`src/sv/pps_pkg.sv`:
```
package pps_pkg;

    localparam int PROCS = 16;
    localparam int IDX_W = (PROCS > 1) ? $clog2(PROCS) : 1;
    localparam int CNT_W = $clog2(PROCS + 1);

    localparam int ARR_W  = 16;
    localparam int BUR_W  = 16;
    localparam int PRI_W  = 8;
    localparam int PID_W  = 5;
    localparam int TICK_W = 21;
    localparam int SUM_W  = 25;

    localparam int S_DATA_W = 40;
    localparam int M_DATA_W = 120;

    typedef struct packed {
        logic load;
        logic scan_clear;
        logic scan_run;
        logic tick;
        logic diff;
        logic emit;
        logic clear_run;
    } pps_cmd_t;

    typedef struct packed {
        logic scan_busy;
        logic found;
        logic last_run;
        logic last_finish;
        logic out_free;
    } pps_sts_t;

endpackage

```
`src/sv/pps_ctrl.sv`:
```
module pps_ctrl (
    input  logic              aclk,
    input  logic              aresetn,
    input  logic              s_tvalid,
    input  logic              s_tlast,
    output logic              s_tready,
    input  pps_pkg::pps_sts_t sts,
    output pps_pkg::pps_cmd_t cmd
);
    import pps_pkg::*;

    typedef enum logic [4:0] {
        ST_LOAD = 5'b00001,
        ST_SCAN = 5'b00010,
        ST_TICK = 5'b00100,
        ST_DIFF = 5'b01000,
        ST_EMIT = 5'b10000
    } state_t;

    state_t state_reg, state_next;

    always_ff @(posedge aclk) begin
        if (!aresetn) begin
            state_reg <= ST_LOAD;
        end else begin
            state_reg <= state_next;
        end
    end

    always_comb begin
        state_next = state_reg;
        cmd        = '0;
        s_tready   = 1'b0;
        unique case (state_reg)
            ST_LOAD: begin
                s_tready = 1'b1;
                if (s_tvalid) begin
                    cmd.load = 1'b1;
                    if (s_tlast) begin
                        cmd.scan_clear = 1'b1;
                        state_next     = ST_SCAN;
                    end
                end
            end
            ST_SCAN: begin
                cmd.scan_run = 1'b1;
                if (!sts.scan_busy) begin
                    state_next = ST_TICK;
                end
            end
            ST_TICK: begin
                cmd.tick = 1'b1;
                if (sts.found && sts.last_run) begin
                    state_next = ST_DIFF;
                end else begin
                    cmd.scan_clear = 1'b1;
                    state_next     = ST_SCAN;
                end
            end
            ST_DIFF: begin
                cmd.diff   = 1'b1;
                state_next = ST_EMIT;
            end
            ST_EMIT: begin
                if (sts.out_free) begin
                    cmd.emit = 1'b1;
                    if (sts.last_finish) begin
                        cmd.clear_run = 1'b1;
                        state_next    = ST_LOAD;
                    end else begin
                        cmd.scan_clear = 1'b1;
                        state_next     = ST_SCAN;
                    end
                end
            end
            default: begin
                state_next = ST_LOAD;
            end
        endcase
    end

endmodule

```
`src/sv/pps_datapath.sv`:
```
module pps_datapath (
    input  logic                             aclk,
    input  logic                             aresetn,
    input  pps_pkg::pps_cmd_t                cmd,
    output pps_pkg::pps_sts_t                sts,
    // arrival_time, burst_length, priority_level
    input  logic [pps_pkg::S_DATA_W-1:0]     s_tdata,
    output logic                             m_tvalid,
    input  logic                             m_tready,
    // process_id, completion_time, turnaround, waiting, waiting_total,
    // turnaround_total, zero fill
    output logic [pps_pkg::M_DATA_W-1:0]     m_tdata,
    output logic                             m_tlast
);
    import pps_pkg::*;

    logic [ARR_W-1:0] arr_mem [PROCS];
    logic [BUR_W-1:0] bur_mem [PROCS];
    logic [PRI_W-1:0] pri_mem [PROCS];
    logic [BUR_W-1:0] rem_mem [PROCS];

    logic [CNT_W-1:0]  loaded_reg, finished_reg, scan_idx_reg;
    logic [TICK_W-1:0] tick_reg;
    logic [SUM_W-1:0]  sum_w_reg, sum_t_reg;

    logic              rd_valid_reg;
    logic [IDX_W-1:0]  rd_idx_reg;
    logic [ARR_W-1:0]  rd_arr_reg;
    logic [BUR_W-1:0]  rd_bur_reg;
    logic [PRI_W-1:0]  rd_pri_reg;
    logic [BUR_W-1:0]  rd_rem_reg;

    logic              found_reg;
    logic [IDX_W-1:0]  best_idx_reg;
    logic [ARR_W-1:0]  best_arr_reg;
    logic [BUR_W-1:0]  best_bur_reg;
    logic [PRI_W-1:0]  best_pri_reg;
    logic [BUR_W-1:0]  best_rem_reg;

    logic [TICK_W-1:0] tat_reg, wt_reg;

    logic              out_valid_reg;
    logic              out_last_reg;
    logic [PID_W-1:0]  out_pid_reg;
    logic [TICK_W-1:0] out_ct_reg, out_tat_reg, out_wt_reg;
    logic [SUM_W-1:0]  out_sw_reg, out_st_reg;

    logic [ARR_W-1:0]  in_arr;
    logic [BUR_W-1:0]  in_bur;
    logic [PRI_W-1:0]  in_pri;
    logic              room;
    logic              issue;
    logic              better;
    logic [TICK_W-1:0] tick_next;
    logic [SUM_W-1:0]  sum_w_next, sum_t_next;
    logic [CNT_W-1:0]  finished_next;

    assign in_arr = s_tdata[ARR_W-1:0];
    assign in_bur = (s_tdata[ARR_W+BUR_W-1:ARR_W] == '0) ? BUR_W'(1)
                                                          : s_tdata[ARR_W+BUR_W-1:ARR_W];
    assign in_pri = s_tdata[ARR_W+BUR_W+PRI_W-1:ARR_W+BUR_W];
    assign room   = (loaded_reg < CNT_W'(PROCS));
    assign issue  = cmd.scan_run && (scan_idx_reg < loaded_reg);
    assign better = rd_valid_reg && (rd_rem_reg != '0)
                    && (TICK_W'(rd_arr_reg) <= tick_reg)
                    && (!found_reg || (rd_pri_reg < best_pri_reg));
    assign tick_next     = tick_reg + TICK_W'(1);
    assign sum_w_next    = sum_w_reg + SUM_W'(wt_reg);
    assign sum_t_next    = sum_t_reg + SUM_W'(tat_reg);
    assign finished_next = finished_reg + CNT_W'(1);

    always_ff @(posedge aclk) begin
        if (cmd.load && room) begin
            arr_mem[loaded_reg[IDX_W-1:0]] <= in_arr;
            bur_mem[loaded_reg[IDX_W-1:0]] <= in_bur;
            pri_mem[loaded_reg[IDX_W-1:0]] <= in_pri;
        end
        if (cmd.load && room) begin
            rem_mem[loaded_reg[IDX_W-1:0]] <= in_bur;
        end else if (cmd.tick && found_reg) begin
            rem_mem[best_idx_reg] <= best_rem_reg - BUR_W'(1);
        end
        if (issue) begin
            rd_idx_reg <= scan_idx_reg[IDX_W-1:0];
            rd_arr_reg <= arr_mem[scan_idx_reg[IDX_W-1:0]];
            rd_bur_reg <= bur_mem[scan_idx_reg[IDX_W-1:0]];
            rd_pri_reg <= pri_mem[scan_idx_reg[IDX_W-1:0]];
            rd_rem_reg <= rem_mem[scan_idx_reg[IDX_W-1:0]];
        end
    end

    always_ff @(posedge aclk) begin
        if (better) begin
            best_idx_reg <= rd_idx_reg;
            best_arr_reg <= rd_arr_reg;
            best_bur_reg <= rd_bur_reg;
            best_pri_reg <= rd_pri_reg;
            best_rem_reg <= rd_rem_reg;
        end
        if (cmd.tick) begin
            tat_reg <= tick_next - TICK_W'(best_arr_reg);
        end
        if (cmd.diff) begin
            wt_reg <= tat_reg - TICK_W'(best_bur_reg);
        end
        if (cmd.emit) begin
            out_pid_reg <= PID_W'(best_idx_reg) + PID_W'(1);
            out_ct_reg  <= tick_reg;
            out_tat_reg <= tat_reg;
            out_wt_reg  <= wt_reg;
            out_sw_reg  <= sum_w_next;
            out_st_reg  <= sum_t_next;
            out_last_reg <= (finished_next == loaded_reg);
        end
    end

    always_ff @(posedge aclk) begin
        if (!aresetn) begin
            loaded_reg    <= '0;
            finished_reg  <= '0;
            tick_reg      <= '0;
            sum_w_reg     <= '0;
            sum_t_reg     <= '0;
            scan_idx_reg  <= '0;
            rd_valid_reg  <= 1'b0;
            found_reg     <= 1'b0;
            out_valid_reg <= 1'b0;
        end else begin
            if (cmd.load && room) begin
                loaded_reg <= loaded_reg + CNT_W'(1);
            end
            if (cmd.scan_clear) begin
                scan_idx_reg <= '0;
                rd_valid_reg <= 1'b0;
                found_reg    <= 1'b0;
            end else begin
                rd_valid_reg <= issue;
                if (issue) begin
                    scan_idx_reg <= scan_idx_reg + CNT_W'(1);
                end
                if (better) begin
                    found_reg <= 1'b1;
                end
            end
            if (cmd.tick) begin
                tick_reg <= tick_next;
            end
            if (cmd.emit) begin
                finished_reg <= finished_next;
                sum_w_reg    <= sum_w_next;
                sum_t_reg    <= sum_t_next;
            end
            if (cmd.clear_run) begin
                loaded_reg   <= '0;
                finished_reg <= '0;
                tick_reg     <= '0;
                sum_w_reg    <= '0;
                sum_t_reg    <= '0;
                found_reg    <= 1'b0;
            end
            if (cmd.emit) begin
                out_valid_reg <= 1'b1;
            end else if (m_tready) begin
                out_valid_reg <= 1'b0;
            end
        end
    end

    assign sts.scan_busy   = (scan_idx_reg < loaded_reg) || rd_valid_reg;
    assign sts.found       = found_reg;
    assign sts.last_run    = (best_rem_reg == BUR_W'(1));
    assign sts.last_finish = (finished_next == loaded_reg);
    assign sts.out_free    = !out_valid_reg || m_tready;

    assign m_tvalid = out_valid_reg;
    assign m_tlast  = out_last_reg;
    assign m_tdata  = {2'b00, out_st_reg, out_sw_reg, out_wt_reg, out_tat_reg,
                       out_ct_reg, out_pid_reg};

    a_finished_bound: assert property (@(posedge aclk) disable iff (!aresetn)
        finished_reg <= loaded_reg)
        else $error("More processes finished than were loaded.");

    a_loaded_bound: assert property (@(posedge aclk) disable iff (!aresetn)
        loaded_reg <= CNT_W'(PROCS))
        else $error("Load count exceeds table depth.");

    a_read_in_range: assert property (@(posedge aclk) disable iff (!aresetn)
        rd_valid_reg |-> (CNT_W'(rd_idx_reg) < loaded_reg))
        else $error("Scan read beyond the loaded entries.");

    a_emit_after_finish: assert property (@(posedge aclk) disable iff (!aresetn)
        cmd.emit |-> (found_reg && (best_rem_reg == BUR_W'(1))))
        else $error("Result word sent without a finishing tick.");

endmodule

```
`src/sv/preemptive_priority_scheduler.sv`:
```
// Loading takes one input word per cycle; the word with tlast starts scheduling.
// Each simulated tick scans the N loaded processes in the SCAN state, then steps in TICK:
// the scan reads one table entry per cycle through a registered memory port.
// A finishing tick also passes DIFF and EMIT, and EMIT waits out any stall on the result side.
// The next set is accepted once the last result word has been handed to the output register.
// Reset (aresetn low, synchronous) empties the set, clears tick and sums; tables are not cleared.
module preemptive_priority_scheduler (
    input  logic                         aclk,
    input  logic                         aresetn,
    input  logic                         s_tvalid,
    output logic                         s_tready,
    // arrival_time, burst_length, priority_level
    input  logic [pps_pkg::S_DATA_W-1:0] s_tdata,
    input  logic                         s_tlast,
    output logic                         m_tvalid,
    input  logic                         m_tready,
    // process_id, completion_time, turnaround, waiting, waiting_total,
    // turnaround_total, zero fill
    output logic [pps_pkg::M_DATA_W-1:0] m_tdata,
    output logic                         m_tlast
);
    import pps_pkg::*;

    pps_cmd_t cmd;
    pps_sts_t sts;

    pps_ctrl u_ctrl (
        .aclk     (aclk),
        .aresetn  (aresetn),
        .s_tvalid (s_tvalid),
        .s_tlast  (s_tlast),
        .s_tready (s_tready),
        .sts      (sts),
        .cmd      (cmd)
    );

    pps_datapath u_datapath (
        .aclk     (aclk),
        .aresetn  (aresetn),
        .cmd      (cmd),
        .sts      (sts),
        .s_tdata  (s_tdata),
        .m_tvalid (m_tvalid),
        .m_tready (m_tready),
        .m_tdata  (m_tdata),
        .m_tlast  (m_tlast)
    );

endmodule

```
`config.mk`:
```
export PLATFORM = sky130hd
export DESIGN_NAME = preemptive_priority_scheduler
export DESIGN_NICKNAME = d
export VERILOG_FILES = /design/src/sv/pps_pkg.sv /design/src/sv/pps_ctrl.sv /design/src/sv/pps_datapath.sv /design/src/sv/preemptive_priority_scheduler.sv
export SDC_FILE = /design/constraint.sdc
export NUM_CORES = 1
export LEC_CHECK = 0
export BUFFER_PORTS_ARGS = -buffer_cell sky130_fd_sc_hd__buf_2
export CAP_MARGIN = 10
export CORE_MARGIN = 4
export CORE_UTILIZATION = 65
export CTS_CLUSTER_SIZE = 20
export DETAILED_ROUTE_END_ITERATION = 10
export PLACE_DENSITY_LB_ADDON = 0.05
export SLEW_MARGIN = 20
export SYNTH_ARGS = -nofsm -noshare
export SYNTH_HDL_FRONTEND = slang
export SYNTH_SLANG_ARGS = --single-unit
export TNS_END_PERCENT = 10
```
`constraint.sdc`:
```
create_clock -name aclk -period 19.4 [get_ports aclk]
set_clock_uncertainty 0.05 [all_clocks]
set_input_delay 1.94 -clock aclk [delete_from_list [all_inputs] [get_ports aclk]]
set_output_delay 1.94 -clock aclk [all_outputs]
set_load 0.01 [all_outputs]
```
* Yosys cells after proc, flatten, opt, wreduce, memory -nomap -nowiden
Memory sizes are Yosys's and may differ from the RTL's. A register that Yosys moved wholly into a read port is not among the register bits.
Index checks and enable logic that the tools add are counted.
** Word-level totals
- Register bits :: 319
- Bits in writable memories :: 896
- Input bits :: 45
- Output and inout port bits :: 123
- Memories :: 4
** Cells by class
- Add/sub/neg operators :: 10
- $lt $le $gt $ge :: 4
- Equality and inequality tests :: 11
- Muxes and demuxes :: 32
- Bitwise logic cells :: 1
- Reduce and logical (&&, ||, !) cells :: 20
** Memories
- u_datapath.arr_mem :: depth 16, width 16, rd ports 1, clocked after Yosys merged registers in 1, wr ports 1, line pps_datapath.sv:17 : logic [ARR_W-1:0] arr_mem [PROCS];
- u_datapath.bur_mem :: depth 16, width 16, rd ports 1, clocked after Yosys merged registers in 1, wr ports 1, line pps_datapath.sv:18 : logic [BUR_W-1:0] bur_mem [PROCS];
- u_datapath.rem_mem :: depth 16, width 16, rd ports 1, clocked after Yosys merged registers in 1, wr ports 1, line pps_datapath.sv:20 : logic [BUR_W-1:0] rem_mem [PROCS];
- u_datapath.pri_mem :: depth 16, width 8, rd ports 1, clocked after Yosys merged registers in 1, wr ports 1, line pps_datapath.sv:19 : logic [PRI_W-1:0] pri_mem [PROCS];
** Operators with widths (count)
- adder 25 x 21 -> 25 bit :: 2
- subtractor 21 x 16 -> 21 bit :: 2
- 2-to-1 mux 16 bit :: 2
- one-hot mux 5 bit (5 select lines) :: 1
- adder 21 x 1 -> 21 bit (second input constant) :: 1
- <= comparator 16 x 21 -> 1 bit :: 1
- 2-to-1 mux 5 bit :: 4
- 2-to-1 mux 1 bit :: 18
- == test 16 x 1 -> 1 bit (second input constant) :: 1
- logical NOT 16 bit :: 1
- nonzero test 16 bit :: 1
- OR reduction 16 bit :: 1
- subtractor 16 x 1 -> 16 bit (second input constant) :: 1
- adder 5 x 1 -> 5 bit (second input constant) :: 3
- < comparator 8 bit :: 1
- 2-to-1 mux 2 bit :: 4
- 2-to-1 mux 4 bit :: 2
- != test 2 bit (second input constant) :: 4
- logical AND 1 bit :: 7
- adder 4 x 1 -> 5 bit (second input constant) :: 1
- == test 5 x 1 -> 1 bit (second input constant) :: 1
- == test 5 x 2 -> 1 bit (second input constant) :: 1
- == test 5 x 3 -> 1 bit (second input constant) :: 1
- == test 5 x 4 -> 1 bit (second input constant) :: 1
- 12 further kinds :: 16

* Logic depth before layout (Yosys ltp)
- Word-level depth :: 8
- Depth in mapped cells :: 15

* By module
From an unflattened synthesis, not the netlist that was laid out.
** Unflattened totals
- Cell total of the unflattened synthesis :: 2870
- Area total of the unflattened synthesis :: 51999.9 um2
** By module, submodules not included
- pps_datapath :: times used 1, cells an instance 2825, area an instance 51652.0 um2, sequential area each 37125.6 um2
- pps_ctrl :: times used 1, cells an instance 45, area an instance 347.8 um2, sequential area each 100.1 um2

* Least setup slack after synthesis
No wires, ideal clock.
- Path type :: flip-flop to flip-flop
- Start :: register u_datapath.tick_reg[6]
- End :: register u_datapath.best_arr_reg[0] (enable)
- Setup time :: 0.568 ns
- Data arrival time :: 6.035 ns
- Required time :: 18.782 ns
- Setup slack :: 12.747 ns
- Cell stages (with the launch flop) :: 10
- Buffers on the path :: 0
- Path through :: dfxtp_1 > inv_1 > ha_1 > a21o_1 > a21o_1 > a21oi_1 > o211ai_1 > a21oi_1 > o311ai_0 > a211oi_1
** On the way
- Longest elaborated chain between the ends :: 3
** RTL lines
- start: declaration :: line pps_datapath.sv:23 : logic [TICK_W-1:0] tick_reg;
- start signal: assignment :: line pps_datapath.sv:146 : tick_reg <= tick_next;
- <= comparator 16 x 21 -> 1 bit :: line pps_datapath.sv:65 : && (TICK_W'(rd_arr_reg) <= tick_reg)
- logical AND 1 bit :: line pps_datapath.sv:65
- logical AND 1 bit :: line pps_datapath.sv:66 : && (!found_reg || (rd_pri_reg < best_pri_reg));
- via u_datapath.better :: line pps_datapath.sv:53 : logic better;
- end signal: assignment :: line pps_datapath.sv:95 : best_arr_reg <= rd_arr_reg;
- end: declaration :: line pps_datapath.sv:35 : logic [ARR_W-1:0] best_arr_reg;
The timed path passes the listed nets, and every way through them passes these cells.
A chain may end at the register's enable or synchronous reset.

* Worst setup path in the final report
- Start :: register u_datapath.scan_idx_reg[0]
- End :: register u_datapath.rd_bur_reg[12], read port of u_datapath.bur_mem, data pin
** On the way
- Longest elaborated chain between the ends :: 2
** RTL lines
- start: declaration :: line pps_datapath.sv:22 : logic [CNT_W-1:0] loaded_reg, finished_reg, scan_idx_reg;
- start signal: assignment :: line pps_datapath.sv:139 : scan_idx_reg <= scan_idx_reg + CNT_W'(1);
- < comparator 5 bit :: line pps_datapath.sv:63 : assign issue = cmd.scan_run && (scan_idx_reg < loaded_reg);
- logical AND 1 bit :: line pps_datapath.sv:63
- end: declaration :: line pps_datapath.sv:29 : logic [BUR_W-1:0] rd_bur_reg;
Parallel ways exist; a longest one is shown, timed or not.

==> flow_summary_export.csv <==
group,metric,value,unit
yosys,ys.flop_type,"edfxtp_1",
place,placedInstanceArea,0.0538,mm^2
sta,hold_viol,0,
global_route,met2_usage,0.467,
final_layout,post_route_cells_drive_above_1_share,0.229,
floorplan,design.core.area,0.0780,mm^2
setup_path,critPathMaxStageDelay,0.85,ns
setup_path,cp_num_buf_inv,3,
setup_path,crit_arrival,5.11,ns
clock_network,htreeDepth,3,
drt,drt_iter0_drc,2994,
yosys,ys_ff_latch,1271,
global_route,grt.busiest_layer,"met2",
global_route,grt_max_degree,164,
global_route,antenna_found_initial,7,
global_route,gr-usage-met1,0.403,
final_layout,fill_cells,4457,
drt,avgRoutedWirePerCell,27.5,um
drt,ant_nets,0,
setup_path,path_cells,"buf_4 > buf_4 > buf_4 > mux4_2 > mux4_2",
setup_path,path_common_cell,"buf_4",
yosys,netlist_area,0.0515,mm^2
sta,rsz0062_at_grt,"false",
pwr,p_leak,0.0191,uW
sta,setup_viol,0,
setup_path,critPathLaunch,"u_datapath.scan_idx_reg[0]",
final_layout,final_common_cell,"edfxtp_1",
setup_path,startpoint_type,"register",
yosys,synth_edf_count,1177,
floorplan,ioPinCount,168,
pwr,ir_worst_vdd,0.121,mV
setup_path,cp_top_family,"buffers and inverters",
drt,via_per_inst,6.49,
pwr,finalPower,5560,uW
sta,finalCriticalPeriod,4.73,ns
floorplan,dieHeight,290,um
global_route,grtUsageMet3,0.0451,
clock_network,cts-root-buf,"clkbuf_16",
yosys,yosysUniqueCellTypes,76,
final_layout,most-common-layout-cells,"edfxtp_1, mux4_2, buf_2",
clock_network,clk_path_buf_depth,3,
yosys,yosysSeqAreaShare,0.722,
yosys,avgSynthCellArea,18.1,um^2
drt,dr.pass1.iters,5,
setup_path,cp-end-kind,"register",
setup_path,reg2reg_from,"u_datapath.scan_idx_reg[0]",
clock_network,clkTransAtPathRegs,0.06,ns
place,gp_routability_congestion,0.907,
place,port_buffers,165,
setup_path,r2r-end,"u_datapath.rd_bur_reg[12]",
sta,max_freq,212,MHz
floorplan,initial_core_util,0.661,
final_layout,design_area,0.0580,mm^2
yosys,ys_warn_count,0,
sta,slew_headroom,0.294,
clock_network,clock_latency,0.70,ns
clock_network,hold_buffers,0,
outcome,run_status,"finished clean",
floorplan,num_rows,102,
yosys,synthCells,2852,
clock_network,postCtsSetupBuffers,0,
yosys,ys_async_sr_fraction,0,
sta,fin_setup_tns,0,ns
clock_network,post_cts_resized,0,
drt,vias,27400,
global_route,grt_pass1_wl,174000,um
drt,post-route-drc-count,0,
setup_path,required,19.78,ns
setup_path,slowest_stage,"buf_4",
sta,maxSlewViolCount,0,
sta,max_slew.worst_pin.slew,1.06,ns
min_path,hold_class,"register to register",
floorplan,die_w,290,um
pwr,p_per_area,95.9,mW/mm^2
clock_network,clock-sinks,1271,
sta,whs,0.369,ns
setup_path,r2r_cells,5,
final_layout,area_growth,12.5,%
setup_path,crit_type,"register to register",
final_layout,nets,3237,
drt,wirelength,116000,um
clock_network,numCtsBuffers,121,
setup_path,crit_end,"u_datapath.rd_bur_reg[12]",
global_route,track_usage,0.282,
floorplan,die_area,0.0839,mm^2
run,cap_violations,0,
global_route,grt_overflow,0,
clock_network,cts_tree,"done",
setup_path,r2r_slack,14.67,ns
global_route,grt_pass1_vias,27400,
setup_path,critPathMaxFanout,46,
place,dp_hpwl,65700,um
setup_path,path_depth,5,
sta,min_period_over_period,0.244,
-- kinds of logic after synthesis --
kind of cell / Yosys count / synth area share
other: 1 / 0.0000728
multiplexers: 283 / 0.123
adder cells (fa/ha/maj): 115 / 0.0285
flip-flops: 1271 / 0.722
XOR/XNOR: 148 / 0.0252
AND/OR/NAND/NOR: 505 / 0.0454
buffers and inverters: 217 / 0.0166
AO/OA/AOI/OAI: 312 / 0.0390
-- worst min-delay path by stage --
stage	startpoint	endpoint	slack, ns	depth (start not counted)
after floorplan	u_datapath.rd_bur_reg[0]	u_datapath.best_bur_reg[0]	0.35	0
after global placement	u_datapath.rd_idx_reg[3]	u_datapath.best_idx_reg[3]	0.35	0
after detailed placement	u_datapath.rd_bur_reg[4]	u_datapath.best_bur_reg[4]	0.36	0
after CTS	u_datapath.rd_idx_reg[1]	u_datapath.best_idx_reg[1]	0.37	0
after global routing	u_datapath.rd_idx_reg[2]	u_datapath.best_idx_reg[2]	0.39	0
final	u_datapath.rd_idx_reg[1]	u_datapath.best_idx_reg[1]	0.37	0
-- metal layers --
| metal | routed length, um | part of all wire | up-vias |
|---|---|---|---|
| met2 | 58300 | 0.50 | 1390 |
| li1 | - | - | 11700 |
| met1 | 45100 | 0.39 | 14100 |
| met5 | 34 | 0.00029 | - |
| met4 | 3320 | 0.028 | 4 |
| met3 | 9570 | 0.082 | 228 |
-- cell usage after synthesis (3+ instances only) --
| master | instances | area [um^2] |
|---|---|---|
| buf_1 | 11 | 41.3 |
| o21ai_1 | 3 | 15.0 |
| o31ai_1 | 3 | 22.5 |
| ha_1 | 111 | 1390 |
| o2111ai_1 | 4 | 35.0 |
| a211oi_1 | 13 | 97.6 |
| o21ai_0 | 52 | 260 |
| o21a_1 | 20 | 150 |
| nand4_1 | 25 | 156 |
| nor2b_1 | 26 | 163 |
| clkbuf_1 | 84 | 315 |
| nand3_1 | 38 | 190 |
| buf_2 | 25 | 125 |
| inv_1 | 93 | 349 |
| o21bai_1 | 8 | 60.1 |
| a31oi_1 | 14 | 87.6 |
| o211ai_1 | 6 | 45.0 |
| nor2_1 | 157 | 589 |
| a32o_1 | 6 | 60.1 |
| a21o_1 | 35 | 263 |
| nor4_1 | 14 | 87.6 |
| and2_1 | 8 | 50.1 |
| nand2b_1 | 13 | 81.3 |
| a21boi_0 | 6 | 45.0 |
| nor3_1 | 34 | 170 |
| xor2_1 | 38 | 333 |
| and3b_1 | 3 | 26.3 |
| o22ai_1 | 4 | 25.0 |
| o31a_1 | 4 | 35.0 |
| or3_1 | 7 | 43.8 |
| xnor2_1 | 110 | 963 |
| nand2_1 | 152 | 571 |
| dfxtp_1 | 94 | 1880 |
| edfxtp_1 | 1177 | 35300 |
| and3_1 | 16 | 100 |
| mux4_2 | 280 | 6310 |
| fa_1 | 4 | 80.1 |
| a21oi_1 | 104 | 521 |
-- layout make-up --
| class | count | area (um^2) | area share |
|---|---|---|---|
| well taps | 1040 | 1300 | 0.0225 |
| flip-flops and latches | 1271 | 37200 | 0.643 |
| multi-input cells | 1365 | 13600 | 0.235 |
| diodes | 4 | 10.0 | 0.000173 |
| clock buffers | 144 | 3160 | 0.0544 |
| clock inverters | 86 | 977 | 0.0169 |
| inverters | 94 | 358 | 0.00617 |
| repair buffers | 224 | 1310 | 0.0226 |
-- power by group --
part,switching (uW),internal [uW]
clock,1010,1400
combinational,78.1,39.8
sequential,9.08,3010
-- stage by stage --
step,util,setup slack (ns),cells
after floorplan,-,12.75,2853
after global placement,0.690,14.55,3993
after CTS,0.743,14.47,4223
after global routing,0.743,14.17,4227
after detailed placement,0.690,14.48,3993
final,0.743,14.67,4228
Power figures use the tool's default switching activity.
